[src/design/nsc_pkg.sv]
// Shared types, constants and the class table for the neighbour shell classifier.
package nsc_pkg;

  // Field widths of a request and a result.
  localparam int unsigned FIRST_W   = 4;
  localparam int unsigned SECOND_W  = 12;
  localparam int unsigned SCORE_W   = 3;
  localparam int unsigned COUNT_W   = 3;
  localparam int unsigned CLASS_W   = 5;
  localparam int unsigned MAIN_W    = 2;
  localparam int unsigned CODE_W    = 24;
  localparam int unsigned NUM_CLASSES = 31;

  // Packed bus widths, rounded up to whole bytes.
  localparam int unsigned IN_DATA_W  = 24;
  localparam int unsigned OUT_DATA_W = 8;

  typedef logic [SCORE_W-1:0] score_t;
  typedef logic [CODE_W-1:0]  code_t;

  // One input request after unpacking.
  typedef struct packed {
    logic                centre_present;
    logic [FIRST_W-1:0]  first_present;
    logic [SECOND_W-1:0] second_present;
  } nsc_request_t;

  // One classification result.
  typedef struct packed {
    logic [CLASS_W-1:0] class_index;
    logic               is_error;
    logic [MAIN_W-1:0]  main_type;
  } nsc_result_t;

  // Sorted score triples, largest score in the lowest byte, in class order.
  localparam code_t CLASS_CODES [NUM_CLASSES] = '{
    24'h000002, 24'h000003, 24'h000004,
    24'h000102, 24'h000103, 24'h000104, 24'h000202, 24'h000203,
    24'h000204, 24'h000303, 24'h000304, 24'h000404,
    24'h010102, 24'h010103, 24'h010104, 24'h010202, 24'h010203,
    24'h010204, 24'h010303, 24'h010304, 24'h010404, 24'h020202,
    24'h020203, 24'h020204, 24'h020303, 24'h020304, 24'h020404,
    24'h030303, 24'h030304, 24'h030404, 24'h040404
  };

endpackage

[src/design/nsc_classify.sv]
// Combinational scoring, sorting and table lookup for one neighbourhood.
module nsc_classify (
  input  nsc_pkg::nsc_request_t req,
  output nsc_pkg::nsc_result_t  res
);

  nsc_pkg::score_t                score [4];
  nsc_pkg::score_t                a0, a1, a2, a3;
  nsc_pkg::score_t                b0, b1, b2;
  nsc_pkg::score_t                s0, s1, s2;
  logic [nsc_pkg::COUNT_W-1:0]    count;
  nsc_pkg::code_t                 code;
  logic                           found;
  logic [nsc_pkg::CLASS_W-1:0]    match_index;
  logic                           count_ok;

  // Score each first neighbour: one plus its occupied second neighbours.
  always_comb begin
    for (int k = 0; k < 4; k++) begin
      if (req.first_present[k]) begin
        score[k] = nsc_pkg::SCORE_W'(1)
                 + nsc_pkg::SCORE_W'(req.second_present[3*k])
                 + nsc_pkg::SCORE_W'(req.second_present[3*k+1])
                 + nsc_pkg::SCORE_W'(req.second_present[3*k+2]);
      end else begin
        score[k] = '0;
      end
    end
  end

  // Count the present first neighbours.
  assign count = nsc_pkg::COUNT_W'(req.first_present[0])
               + nsc_pkg::COUNT_W'(req.first_present[1])
               + nsc_pkg::COUNT_W'(req.first_present[2])
               + nsc_pkg::COUNT_W'(req.first_present[3]);

  // Five compare-exchange sorting network, descending order.
  always_comb begin
    a0 = (score[0] >= score[1]) ? score[0] : score[1];
    a1 = (score[0] >= score[1]) ? score[1] : score[0];
    a2 = (score[2] >= score[3]) ? score[2] : score[3];
    a3 = (score[2] >= score[3]) ? score[3] : score[2];
    b0 = (a0 >= a2) ? a0 : a2;
    b2 = (a0 >= a2) ? a2 : a0;
    b1 = (a1 >= a3) ? a1 : a3;
    s0 = b0;
    s1 = (b1 >= b2) ? b1 : b2;
    s2 = (b1 >= b2) ? b2 : b1;
  end

  // The smallest score is always zero when fewer than four neighbours are
  // present, so only the three largest enter the code.
  assign code = {5'b0, s2, 5'b0, s1, 5'b0, s0};

  // Table search; the first match wins.
  always_comb begin
    found       = 1'b0;
    match_index = '0;
    for (int k = nsc_pkg::NUM_CLASSES - 1; k >= 0; k--) begin
      if (nsc_pkg::CLASS_CODES[k] == code) begin
        found       = 1'b1;
        match_index = nsc_pkg::CLASS_W'(k);
      end
    end
  end

  assign count_ok = (count != '0) && (count != nsc_pkg::COUNT_W'(4));

  // An empty centre, a bad neighbour count or a missing code is an error.
  always_comb begin
    if (req.centre_present && count_ok && found) begin
      res.class_index = match_index;
      res.is_error    = 1'b0;
      res.main_type   = count[nsc_pkg::MAIN_W-1:0];
    end else begin
      res.class_index = '0;
      res.is_error    = 1'b1;
      res.main_type   = '0;
    end
  end

endmodule

[src/design/neighbour_shell_classifier.sv]
// Top level of the neighbour shell classifier: input and result registers.
//
// One request on the s_ channel carries a site's neighbourhood; one result
// leaves on the m_ channel for every request, in the same order.
// Each first neighbour that is present scores one plus its occupied second
// neighbours; the sorted scores select one of 31 classes. An empty centre,
// zero or four first neighbours, or no occupied second neighbour behind any
// present first neighbour gives an error result with class index and main
// type both zero.
// The request is captured in an input register; the scoring, sort and table
// lookup sit between it and the result register.
// Throughput: one request per cycle while the receiver keeps up, set by the
// two-register pipeline with no shared unit; both registers advance together
// whenever the result is taken or the result register is empty.
// When the receiver stalls, the result holds and the input register keeps
// one further request; s_tready then falls until the result is taken.
// Reset (rst, synchronous, active high) empties both registers.
module neighbour_shell_classifier (
  input  logic                            clk,
  input  logic                            rst,
  input  logic                            s_tvalid,
  output logic                            s_tready,
  // s_tdata, lowest bit up: centre_present[0], first_present[4:1],
  // second_present[16:5], zero padding[23:17]
  input  logic [nsc_pkg::IN_DATA_W-1:0]   s_tdata,
  output logic                            m_tvalid,
  input  logic                            m_tready,
  // m_tdata, lowest bit up: class_index[4:0], main_type[6:5], zero padding[7]
  output logic [nsc_pkg::OUT_DATA_W-1:0]  m_tdata,
  // m_tuser, lowest bit up: is_error[0]
  output logic                            m_tuser
);

  logic                  in_valid;
  nsc_pkg::nsc_request_t in_req;
  logic                  out_valid;
  nsc_pkg::nsc_result_t  out_res;
  nsc_pkg::nsc_result_t  res_next;
  logic                  out_free;
  logic                  in_take;

  // The result register can load when empty or when its result is taken.
  assign out_free = !out_valid || m_tready;
  assign s_tready = !in_valid || out_free;
  assign in_take  = s_tvalid && s_tready;

  // Input register.
  always_ff @(posedge clk) begin
    if (rst) begin
      in_valid <= 1'b0;
    end else if (s_tready) begin
      in_valid <= s_tvalid;
    end
  end

  always_ff @(posedge clk) begin
    if (in_take) begin
      in_req.centre_present <= s_tdata[0];
      in_req.first_present  <= s_tdata[4:1];
      in_req.second_present <= s_tdata[16:5];
    end
  end

  // Classification logic.
  nsc_classify u_classify (
    .req (in_req),
    .res (res_next)
  );

  // Result register.
  always_ff @(posedge clk) begin
    if (rst) begin
      out_valid <= 1'b0;
    end else if (out_free) begin
      out_valid <= in_valid;
    end
  end

  always_ff @(posedge clk) begin
    if (out_free && in_valid) begin
      out_res <= res_next;
    end
  end

  assign m_tvalid = out_valid;
  assign m_tdata  = {1'b0, out_res.main_type, out_res.class_index};
  assign m_tuser  = out_res.is_error;

endmodule

[config.mk]
export PLATFORM = sky130hd
export DESIGN_NAME = neighbour_shell_classifier
export DESIGN_NICKNAME = d
export VERILOG_FILES = /design/src/design/nsc_pkg.sv /design/src/design/nsc_classify.sv /design/src/design/neighbour_shell_classifier.sv
export SDC_FILE = /design/constraint.sdc
export NUM_CORES = 1
export LEC_CHECK = 0
export BUFFER_PORTS_ARGS = -buffer_cell sky130_fd_sc_hd__buf_2
export CORE_AREA = 2 2 68 76
export DETAILED_ROUTE_END_ITERATION = 7
export DIE_AREA = 0 0 70 78
export MAX_ROUTING_LAYER = met4
export PLACE_DENSITY = 0.84
export SLEW_MARGIN = 20
export SYNTH_ARGS = -nofsm -noshare
export SYNTH_HDL_FRONTEND = slang
export SYNTH_SLANG_ARGS = --single-unit
[constraint.sdc]
create_clock -name clk -period 13.9 [get_ports clk]
set_input_delay 2.085 -clock clk [delete_from_list [all_inputs] [get_ports clk]]
set_output_delay 2.085 -clock clk [all_outputs]
set_load 0.01 [all_outputs]
== Word-level counts from Yosys, hierarchy flattened ==
Index checks and enable logic that the tools add are counted.
Operators by class
  bitwise operators: 1
  add/subtract/negate cells: 15
  muxes and demuxes: 75
  $lt $le $gt $ge: 5
  reduce and logical (&&, ||, !) cells: 15
  equal/unequal tests: 32
Operators with widths (count)
  5-bit 2-to-1 mux: 30
  7-bit by 9-bit == test with 1-bit output (first input constant): 9
  8-bit by 9-bit == test with 1-bit output (first input constant): 9
  5-bit by 9-bit == test with 1-bit output (first input constant): 5
  3-bit 2-to-1 mux: 14
  1-bit 2-to-1 mux: 31
  3-bit by 1-bit adder with 3-bit output: 10
  4-bit by 9-bit == test with 1-bit output (first input constant): 3
  2-bit by 9-bit == test with 1-bit output (first input constant): 2
  17-bit OR reduction: 1
  3-bit >= comparator: 5
  3-bit by 9-bit == test with 1-bit output (first input constant): 1
  6-bit by 9-bit == test with 1-bit output (first input constant): 1
  9-bit == test (first input constant): 1
  9-bit OR reduction: 1
  1-bit by 1-bit adder with 2-bit output (first input constant): 4
  1-bit logical AND: 5
  5-bit OR reduction: 1
  3-bit != test (second input constant): 1
  3-bit nonzero test: 1
  3-bit OR reduction: 1
  1-bit by 1-bit adder with 2-bit output: 1
  1-bit zero test: 2
  1-bit logical OR: 2
  2 further kinds: 2
Storage, ports and cells
  bits in registers: 27
  input port bits: 28

== Logic depth before layout (Yosys ltp) ==
Gate-level depths: netlist (run 1).
  word-level depth: 45
  gate-level depth with buffers: 24

== Modules after synthesis ==
From an unflattened synthesis (run 1), not the netlist that was laid out.
Second synthesis, totals
  cell total of the unflattened synthesis: 310
  area, all modules: 2857.7 sq um
By module, submodules not included
  nsc_classify: times used 1, cells each 273, area each 1991.9 sq um
  neighbour_shell_classifier: times used 1, cells each 37, area each 865.8 sq um

== Worst setup path after synthesis (run 1) ==
Ideal clock, no wire load.
  path kind: flip-flop to flip-flop
  start point: register in_req[6] in the netlist's numbering
  end point: register out_res (netlist bit m_tuser), data pin
  arrival: 4857 ps
  stages on the path, launching flop included: 21
  library setup time: 255 ps
  setup slack: 8788 ps
  buffers on the path: 0
  cells stage by stage: edfxtp_1 fa_1 nor2b_1 inv_1 ha_1 or2b_1 maj3_2 a21o_1 mux2i_4 inv_2 ha_1 o21ai_0 nor2b_1 nor2_1 a21boi_1 a211oi_2 a211oi_2 or4b_1 o211ai_2 nor3_1 a31o_1
RTL lines
  start: declaration: line neighbour_shell_classifier.sv:35  | nsc_pkg::nsc_request_t in_req;
  end signal: assignment: line neighbour_shell_classifier.sv:81  | out_res <= res_next;
  end: declaration: line neighbour_shell_classifier.sv:37  | nsc_pkg::nsc_result_t out_res;

== Worst setup path in the final report (run 1) ==
  start point: register in_req[3] in the netlist's numbering
  end point: register out_res (netlist bit m_tdata[6]), data pin
Between the ends
  longest elaborated chain between the ends: 43
  elaborated cells on any way between the ends: 78
Ends and longest elaborated chain
  1-bit by 1-bit adder with 2-bit output *: line nsc_classify.sv:22  | + nsc_pkg::SCORE_W'(req.second_present[3*k])
  3-bit by 1-bit adder with 3-bit output *: line nsc_classify.sv:23  | + nsc_pkg::SCORE_W'(req.second_present[3*k+1])
  3-bit by 1-bit adder with 3-bit output *: line nsc_classify.sv:24  | + nsc_pkg::SCORE_W'(req.second_present[3*k+2]);
  3-bit 2-to-1 mux *: line nsc_classify.sv:20  | if (req.first_present[k]) begin
  3-bit >= comparator: line nsc_classify.sv:39, nsc_classify.sv:40
  3-bit 2-to-1 mux (on tied branches): line nsc_classify.sv:40, nsc_classify.sv:39
  3-bit >= comparator (on tied branches): line nsc_classify.sv:45, nsc_classify.sv:43, nsc_classify.sv:44
  3-bit 2-to-1 mux (on tied branches): line nsc_classify.sv:45, nsc_classify.sv:44
  3-bit >= comparator: line nsc_classify.sv:47, nsc_classify.sv:48
  3-bit 2-to-1 mux (on tied branches): line nsc_classify.sv:47, nsc_classify.sv:48
  9-bit == test: line nsc_classify.sv:60  | if (nsc_pkg::CLASS_CODES[k] == code) begin
  1-bit 2-to-1 mux (30 in a row): line nsc_classify.sv:60
  1-bit 2-to-1 mux *: line nsc_classify.sv:60
  1-bit logical AND *: line nsc_classify.sv:71  | if (req.centre_present && count_ok && found) begin
Every way passes the cells marked *; elsewhere a longest branch is shown, timed or not.
A chain may end at the register's enable or synchronous reset.

==> results.txt, run 1 <==
Across every metal layer, demand over resource in global routing totals 25.74%. The maximum level of the CTS H-tree is 1, and the number of buffers between clock root and the deepest sink is 2. The die outline height was 78 um; the total negative slack was 0 ns. Along the worst path, the maximum fanout reaches 12. The synthesized netlist cell count came out at 318. Post-CTS repair changed the size of 0 cells. The post-CTS repair timing setup buffer count was 0; the share of synthesized registers carrying an async set or reset was 0%. The routed wirelength normalized by instance count was 16.38 um.

Setup violations remaining at the end of the flow were counted as 0. The logs give 0.3846 mW for the power consumption and 461 for the DRC violation total after the first TritonRoute iteration. The number of synthesized flops with an enable pin is 25. The synthesized design spends more area on one cell type than any other, namely sky130_fd_sc_hd__edfxtp_1. The cell area that synthesis handed to floorplanning was 2846 um2.

The flow ran to the end, and the final reports show no timing, DRC or antenna violations. At the worst endpoint, the required time is 13.90 ns. The quantity of hold-fixing buffers added after cts was 0; the relative slew slack was 49.02%. For this design the static power due to leakage is 1.171 nW.

The relative contribution of the clock network to total power is 11.4%. After layout, the minimum clock period comes to 6.198 ns. The first global-routing pass estimated 11.36 mm of wire. Via-per-instance ratio: 6.830. The maximum ir drop on the vdd rail was 80.61 uV; the area of the die was 5460 um2. By area the synthesized netlist is led by sky130_fd_sc_hd__edfxtp_1 26%, sky130_fd_sc_hd__ha_1 5.3%, sky130_fd_sc_hd__nand2_1 4.1%. Summed over all layers, the global routing overflow is 0. Clock latency on the worst-skew pair, taken at its later pin, is 0.28 ns.

Share of Yosys cell area claimed by the top area cell type: 26.37%. After floorplanning, the core was divided into 26 placement rows. The worst path uses 44.59% of the clock period. Net switching is 47.87% of the power.

Relative to the synthesized area, the layout overhead comes to 7.561%. Combinational logic is responsible for 62.6% of the overall power. The detailed-router iteration count before antenna repair came out at 5. For the weighted congestion reported at the end of routability-driven placement, the log shows 0.9107. In this run the mean area of a mapped cell was 8.951 um2. The register bit count reported by yosys works out to 27. The number of violations of the max-capacitance limit came out at 0. The run gives 2739 as the total number of vias. Setup repair after global routing left no endpoint under its margin. The filler cells instantiated in the layout total 386.

The worst setup path is captured at a register. The internal portion of the total power is 0.2005 mW. From left edge to right edge, the die measures 70 um.

The combined area of the multi-input logic cells is 1916 um2. For this configuration, the core starts out at a cell density of 61.62%. TritonCTS built the clock tree. STA puts the critical path data arrival time at 6.20 ns. The number of antenna diodes in the final layout is 0. The placeable core area came out at 4619 um2.

The number of clock buffers added by TritonCTS is 3. For this run, the register share of the synthesized area comes to 27.78%. Entering global routing, the biggest net connects 18 pins. Input and output buffers added on the ports amount to 30.

The clock-pin slew on the worst setup and hold paths is 0.10 ns. The worst setup path is launched from a register. In the routed design, unresolved DRC markers number 0. The worst hold path belongs to the class reg -> reg. The clock skew after layout is 0.01279 ns. After legalization and detailed placement, the total HPWL measured 5.137 mm. The share of final-layout standard cells stronger than drive strength 1 is 19.42%. The layout net count was 391; the area used by sequential logic in the layout was 790.8 um2.

The number of antenna violations at the first check in global routing is 0. For the pin with the worst max-slew slack, the measured transition is 0.7455 ns. The critical path in this run is classified as reg -> reg. The number of max-slew violations in the final report is 0.

The root buffer cell chosen for the clock tree is sky130_fd_sc_hd__clkbuf_8. The residual antenna-violating net count after detailed routing is 0. Pin placement for this block handled 39 I/O pins. In this run the power spent charging and discharging nets is 0.1841 mW. For this run, the leading register cell type out of synthesis is sky130_fd_sc_hd__edfxtp_1. The routed design has 6.570 mm of wire. The via count of the first global-routing pass is 2582, and the areal power density over the cells is 125.6 nW/um2.

Based on the critical path, the design can be clocked at up to 161.4 MHz. The number of distinct standard cells referenced by the synthesized netlist is 77. The number of endpoints with negative hold slack in the final report is 0. The number of warnings issued by yosys was 0; the share of total power in sequential cells was 26.0%. The tools report the net count of the mapped netlist as 363.

For this design, the sink count on the clock tree is 27.
==> cells in the mapped netlist (2+ instances only) <==
library cell,instances
sky130_fd_sc_hd__nand2_1,31
sky130_fd_sc_hd__nor2_1,26
sky130_fd_sc_hd__edfxtp_1,25
sky130_fd_sc_hd__inv_1,22
sky130_fd_sc_hd__a21oi_1,15
sky130_fd_sc_hd__ha_1,12
sky130_fd_sc_hd__nor3_1,12
sky130_fd_sc_hd__o211ai_1,12
sky130_fd_sc_hd__o21ai_0,10
sky130_fd_sc_hd__nand3_1,9
sky130_fd_sc_hd__a211oi_1,8
sky130_fd_sc_hd__mux2i_1,8
sky130_fd_sc_hd__nor2b_1,8
sky130_fd_sc_hd__a31oi_1,7
sky130_fd_sc_hd__and2_1,5
sky130_fd_sc_hd__fa_1,5
sky130_fd_sc_hd__nor4_1,5
sky130_fd_sc_hd__a211o_1,4
sky130_fd_sc_hd__a22oi_1,4
sky130_fd_sc_hd__buf_4,4
sky130_fd_sc_hd__o22ai_1,4
sky130_fd_sc_hd__a211oi_2,3
sky130_fd_sc_hd__a21o_1,3
sky130_fd_sc_hd__a22o_1,3
sky130_fd_sc_hd__o2111ai_1,3
sky130_fd_sc_hd__or2_2,3
sky130_fd_sc_hd__a211o_2,2
sky130_fd_sc_hd__a21oi_2,2
sky130_fd_sc_hd__a2bb2oi_1,2
sky130_fd_sc_hd__and3_1,2
sky130_fd_sc_hd__buf_6,2
sky130_fd_sc_hd__dfxtp_1,2
sky130_fd_sc_hd__mux2_2,2
sky130_fd_sc_hd__nand2b_1,2
sky130_fd_sc_hd__nand4b_1,2
sky130_fd_sc_hd__o211a_1,2
sky130_fd_sc_hd__o211ai_2,2
sky130_fd_sc_hd__o21ai_1,2
sky130_fd_sc_hd__o221a_2,2
sky130_fd_sc_hd__o221ai_1,2
sky130_fd_sc_hd__o31ai_1,2
sky130_fd_sc_hd__or3_1,2
==> per-layer routing <==
metal  GRT usage [%]  share of wire, %  vias up
met3           3.896               7.2       18
li1                -                 -     1291
met5               -                 0        -
met2           43.52                50      151
met1           31.57                41     1279
met4           8.654               1.8        0
==> layout by cell type (no fill, tap or decap), types with 3 or more instances in the layout <==
cell type / n
sky130_fd_sc_hd__a211oi_2: 3
sky130_fd_sc_hd__buf_2: 30
sky130_fd_sc_hd__or2_2: 3
sky130_fd_sc_hd__o22ai_1: 4
sky130_fd_sc_hd__a22oi_1: 4
sky130_fd_sc_hd__nor2b_1: 8
sky130_fd_sc_hd__inv_1: 22
sky130_fd_sc_hd__nand3_1: 9
sky130_fd_sc_hd__a22o_1: 3
sky130_fd_sc_hd__o211ai_1: 12
sky130_fd_sc_hd__nand2_1: 31
sky130_fd_sc_hd__nor3_1: 12
sky130_fd_sc_hd__nor2_1: 26
sky130_fd_sc_hd__a211oi_1: 8
sky130_fd_sc_hd__nor4_1: 5
sky130_fd_sc_hd__o2111ai_1: 3
sky130_fd_sc_hd__o21ai_0: 10
sky130_fd_sc_hd__a31oi_1: 7
sky130_fd_sc_hd__clkbuf_8: 3
sky130_fd_sc_hd__a211o_1: 4
sky130_fd_sc_hd__and2_1: 5
sky130_fd_sc_hd__a21oi_1: 15
sky130_fd_sc_hd__fa_1: 5
sky130_fd_sc_hd__edfxtp_1: 25
sky130_fd_sc_hd__mux2i_1: 8
sky130_fd_sc_hd__ha_1: 12
sky130_fd_sc_hd__a21o_1: 3
==> path summary, 6_finish.rpt <==
path,end,slack [ns],depth (start not counted),start
worst min-delay path,m_tvalid,0.53,2,in_valid
worst max register to register,m_tdata[6],7.70,20,in_req[3]
worst max-delay path,m_tdata[6],7.70,20,in_req[3]
worst min register to register,m_tvalid,0.53,2,in_valid
==> power by group through the flow <==
stage | Combinational (mW) | Sequential (mW) | Clock, mW
after floorplan | 0.188 | 0.103 | 0
after global placement | 0.228 | 0.102 | 0
after detailed placement | 0.232 | 0.102 | 0
after CTS | 0.234 | 0.100 | 0.0452
after global routing | 0.265 | 0.101 | 0.0475
final | 0.241 | 0.100 | 0.0440
==> area by class of cell <==
type | instances | area share [%]
Inverter | 23 | 2.820
Sequential cell | 27 | 25.83
Clock inverter | 1 | 0.2452
Multi-Input combinational cell | 261 | 62.57
Timing Repair Buffer | 30 | 4.904
Tap cell | 56 | 2.289
Clock buffer | 3 | 1.349
==> flip-flops by register name, summed over array words and instances, names as in the netlist <==
signal	flops
in_req	17
in_valid	1
m_tdata	7
m_tuser	1
m_tvalid	1
==> through the flow <==
stage	setup WS (ns)	utilization (%)	instances	hold slack, ns	cell area (um2)
2_1_floorplan	8.788	-	318	0.4778	2846
3_3_place_gp	7.690	65.14	397	0.4946	3009
3_5_place_dp	7.545	65.14	397	0.5267	3009
4_1_cts	7.483	66.20	401	0.5401	3058
5_1_grt	7.226	66.28	401	0.5918	3062
6_report	7.702	66.28	401	0.5339	3062
==> worst max-delay path, cell delays in order, from the launching register on <==
cell	delay, ns
sky130_fd_sc_hd__edfxtp_1	0.43
sky130_fd_sc_hd__fa_1	0.42
sky130_fd_sc_hd__inv_1	0.06
sky130_fd_sc_hd__ha_1	0.12
sky130_fd_sc_hd__and2_1	0.22
sky130_fd_sc_hd__inv_1	0.09
sky130_fd_sc_hd__ha_1	0.30
sky130_fd_sc_hd__nand2_1	0.06
sky130_fd_sc_hd__o21ai_2	0.52
sky130_fd_sc_hd__mux2i_1	0.63
sky130_fd_sc_hd__ha_1	0.34
sky130_fd_sc_hd__o21ai_0	0.20
sky130_fd_sc_hd__nor2b_1	0.29
sky130_fd_sc_hd__nor2_1	0.08
sky130_fd_sc_hd__a21boi_1	0.16
sky130_fd_sc_hd__a211oi_2	0.41
sky130_fd_sc_hd__a211oi_2	0.14
sky130_fd_sc_hd__nor2_1	0.64
sky130_fd_sc_hd__o211ai_1	0.28
sky130_fd_sc_hd__a211oi_4	0.38
sky130_fd_sc_hd__a31oi_1	0.13
==> cells by family (layout without fill, tap and decap cells) <==
| family | after synthesis | count (layout) | synth area share, % |
|---|---|---|---|
| AO/OA/AOI/OAI | 113 | 113 | 32.09 |
| XOR/XNOR | 1 | 1 | 0.3077 |
| adder cells (fa/ha/maj) | 18 | 18 | 9.187 |
| buffers and inverters | 30 | 57 | 5.055 |
| flip-flops | 27 | 27 | 27.78 |
| multiplexers | 11 | 11 | 4.396 |
| other | 1 | 1 | 0.1317 |
| AND/OR/NAND/NOR | 117 | 117 | 21.06 |
Power figures use the tool's default switching activity.
==> inputs of run 2 (changes only) <==
--- a/config.mk
+++ b/config.mk
@@ -6,11 +6,11 @@
 export NUM_CORES = 1
 export LEC_CHECK = 0
 export BUFFER_PORTS_ARGS = -buffer_cell sky130_fd_sc_hd__buf_2
-export CORE_AREA = 2 2 68 76
+export CORE_AREA = 2 2 73 82
 export DETAILED_ROUTE_END_ITERATION = 7
-export DIE_AREA = 0 0 70 78
+export DIE_AREA = 0 0 75 84
 export MAX_ROUTING_LAYER = met4
-export PLACE_DENSITY = 0.84
+export PLACE_DENSITY = 0.76
 export SLEW_MARGIN = 20
 export SYNTH_ARGS = -nofsm -noshare
 export SYNTH_HDL_FRONTEND = slang
==> constraint.sdc (replaced) <==
create_clock -name clk -period 5.7 [get_ports clk]
set_input_delay 0.855 -clock clk [delete_from_list [all_inputs] [get_ports clk]]
set_output_delay 0.855 -clock clk [all_outputs]
set_load 0.01 [all_outputs]
==> results.txt, run 2 (synthesis gave the netlist of run 1 again) <==
The chip width is 75 um (+7.1%), and the number of buffers between clock root and the deepest sink is 2 (unchanged). The clock latency on the worst-skew pair is 0.28 ns (about the same). The tools report the critical path capture point type as a register. The tools report the relative slew slack as 44.46% (-4.6 points).

The setup slack of the most critical reg-to-reg path is 0.27 ns (-7.43 ns). The tightest min-delay check is of the reg -> reg type. Number of filler instances in the final layout: 500 (+30%).

By startpoint and endpoint, the worst setup path is classified as reg -> reg. Via count of the first global-routing pass: 2628 (+1.8%). The number of top-level design ports was 39 (unchanged). The shortest clock period the worst path allows after layout was 5.432 ns (-0.7660 ns); the sum of overflow across all layers after global routing was 0 (unchanged). The run gives 438 (+9.2%) as the number of standard cells in the layout, taps in and fillers out. The run gives 23.9% (-2.1 points) as the share of total power in sequential cells. The register name with the most flops was in_req. For the pin count of the biggest net entering global routing, the log shows 18 (unchanged).

The run gives 0 (unchanged) as the number of violations of the max-capacitance limit. The number of sinks driven by the clock tree is 27 (unchanged). Cell at the root of the clock tree: sky130_fd_sc_hd__clkbuf_8. The run gives 790.8 um2 (unchanged) as the area used by sequential logic in the layout. The run finished with clean final reports. Maximum ir drop on the vdd rail: 207.1 uV (+160%). The worst setup path is launched from a register. For the count of standard-cell rows, the log shows 29 (+12%). The run gives 0.5200 ns (-0.01390 ns) as the smallest hold slack.

The tools report the DRC violation total after the first TritonRoute iteration as 290 (-37%). The number of max-slew violations in the final report is 0 (unchanged). The static power due to leakage came out at 1.252 nW (+6.9%).

The highest attainable clock frequency is 184.1 MHz (+14%), and the number of cells on the worst hold path is 2 (unchanged). The total number of vias was 2784 (+1.6%). In this run the critical register-to-register path is captured at m_tdata[0].

The tools report the quantity of hold-fixing buffers added after cts as 0 (unchanged). TritonCTS built the clock tree. The logs give 432 (+8.8%) for the number of placed cells counting well taps and 0 (unchanged) for the number of diodes.

The top cell types in the final layout, fill and taps aside, are 31 x sky130_fd_sc_hd__nand2_1, 30 x sky130_fd_sc_hd__buf_2, 25 x sky130_fd_sc_hd__nor2_1, 25 x sky130_fd_sc_hd__edfxtp_1, 22 x sky130_fd_sc_hd__inv_1. The logs give 1979 um2 (+3.3%) for the combined area of the multi-input logic cells and 0 (unchanged) for the setup-violating endpoint count in the final report. The slew at the pin closest to its max-slew limit came out at 0.8331 ns (+0.08761 ns). Net switching power: 0.4831 mW (+160%). The weighted congestion reported at the end of routability-driven placement was 1.007 (+11%); the clock skew after layout was 0.007421 ns (-0.005364 ns). The top fanout value on the critical path was 6 (-6); the half-perimeter wire length of the detailed placement result was 5.543 mm (+7.9%). The switching part of the total works out to 47.36% (-0.51 points). The logs give 5.44 ns (-0.76 ns) for the critical path data arrival time and 3 (unchanged) for the CTS buffer count. Clock-pin slew on the worst setup and hold paths: 0.09 ns (about the same).

The number of flip-flops in the largest register is 17 (unchanged). The worst flop-to-flop path startpoint was in_req[0]. The run gives 24.39% (-1.3 points) as the total routing usage reported by global routing.

The wire length of the first global-routing pass was 11.95 mm (+5.2%). The area added between synthesis and finish was 14.95%. The part of the cycle the worst path needs is 95.29% (+51 points), and the maximum level of the CTS H-tree is 1 (unchanged).

The final routed DRC violation total is 0 (unchanged). The placeable core area came out at 5552 um2 (+20%). The worst hold path begins at in_valid. For the residual antenna-violating net count after detailed routing, the log shows 0 (unchanged).

The post-detailed-routing wire length is 7.047 mm (+7.3%), and the areal power density over the cells is 311.8 nW/um2 (+150%). The relative contribution of the clock network to total power is 10.6% (-0.8 points), and the number of cells on the worst reg-to-reg path is 20 (unchanged). The library cell used most frequently in the layout, excluding fill and tap cells, is sky130_fd_sc_hd__nand2_1.

The cell internal power dissipation came out at 0.5371 mW (+170%). Number of port buffers: 30 (unchanged). The layout net count is 407 (+4.1%). The share of final-layout standard cells stronger than drive strength 1 was 24.93% (+5.5 points). The tools report the hold-critical path endpoint as m_tvalid. The run gives 6300 um2 (+15%) as the area of the die. Detailed-router iteration count before antenna repair: 5 (unchanged). The logic gate share of total power came out at 65.5% (+2.9 points). The run gives 51.27% (-10 points) as the initial core utilization. The routed wirelength normalized by instance count works out to 16.09 um (-1.8%). The die outline height came out at 84 um (+7.7%). Power consumption: 1.020 mW (+170%). The total negative slack is 0 ns (unchanged). The number of antenna violations at the first check in global routing came out at 0 (unchanged). The utilization after layout was 58.94% (-7.3 points).

The required time of the critical path was 5.71 ns (-8.19 ns); the via-per-instance ratio was 6.356 (-6.9%). The number of endpoints with negative hold slack in the final report came out at 0 (unchanged).
==> run 2: cell types whose count changed in the layout (fill, tap and decap cells not counted), moves of 2 or more <==
| cell | previous run | this run |
|---|---|---|
| sky130_fd_sc_hd__buf_4 | 0 | 16 |
| sky130_fd_sc_hd__a211oi_4 | 1 | 3 |
| sky130_fd_sc_hd__nor3_1 | 12 | 10 |
| sky130_fd_sc_hd__nor3_2 | 0 | 2 |
==> run 2: area by class of cell <==
type,instances,area share (%)
clock buffer,3,1.262
clock inverter,1,0.2294
inverter,23,2.639
multi-input combinational,261,60.50
sequential,27,24.17
tap,77,2.945
timing repair buffer,46,8.260
==> run 2: worst max path at each step <==
stage	startpoint	endpoint	slack, ns	cells after the start
after floorplan	in_req[6]	m_tuser	0.59	20
after global placement	in_req[6]	m_tdata[0]	0.22	19
after detailed placement	in_req[6]	m_tdata[0]	0.15	20
after CTS	in_req[6]	m_tdata[0]	0.12	20
after global routing	in_req[0]	m_tdata[0]	-0.03	20
final	in_req[0]	m_tdata[0]	0.27	20
==> run 2: through the flow <==
| step | worst slack, ns | area [um2] |
|---|---|---|
| after CTS | 0.1208 | 3189 |
| final | 0.2683 | 3272 |
| after global routing | -0.02681 | 3272 |
| after detailed placement | 0.1526 | 3141 |
| after global placement | 0.2236 | 3141 |
| after floorplan | 0.5878 | 2846 |
==> run 2: power groups by stage <==
| stage | Clock (mW) | Combinational [mW] | Sequential, mW |
|---|---|---|---|
| 2_1_floorplan | 0 | 0.460 | 0.251 |
| 3_3_place_gp | 0 | 0.599 | 0.248 |
| 3_5_place_dp | 0 | 0.609 | 0.249 |
| 4_1_cts | 0.112 | 0.613 | 0.244 |
| 5_1_grt | 0.116 | 0.726 | 0.246 |
| 6_report | 0.108 | 0.668 | 0.244 |
==> run 2: metal layers <==
metal	vias to the layer above	track usage, %	wire (um)
met5	-	-	0
met4	0	9.903	250
met3	33	2.899	333
met2	108	40.51	3574
met1	1315	29.39	2888
li1	1328	-	-
==> run 2: what timing repair did <==
item | 4_1_cts | 5_1_grt
endpoints found under the setup margin | 0 | 8
gates resized for setup | 0 | 12
buffers inserted | 0 | 2
==> run 2: critical path: stages, from the launching register on <==
cell and delay [ns]:
sky130_fd_sc_hd__edfxtp_1 0.44, sky130_fd_sc_hd__fa_1 0.44, sky130_fd_sc_hd__inv_1 0.08, sky130_fd_sc_hd__ha_1 0.23, sky130_fd_sc_hd__nand2_1 0.11, sky130_fd_sc_hd__inv_1 0.09
sky130_fd_sc_hd__ha_1 0.29, sky130_fd_sc_hd__nand2_1 0.05, sky130_fd_sc_hd__o21ai_1 0.36, sky130_fd_sc_hd__mux2i_1 0.36, sky130_fd_sc_hd__inv_1 0.16, sky130_fd_sc_hd__ha_1 0.32
sky130_fd_sc_hd__o21ai_0 0.12, sky130_fd_sc_hd__nand2b_1 0.26, sky130_fd_sc_hd__o311ai_1 0.14, sky130_fd_sc_hd__a211o_2 0.38, sky130_fd_sc_hd__a211oi_4 0.37, sky130_fd_sc_hd__or2_1 0.28
sky130_fd_sc_hd__o21ai_0 0.12, sky130_fd_sc_hd__a222oi_1 0.43, sky130_fd_sc_hd__a31oi_1 0.15
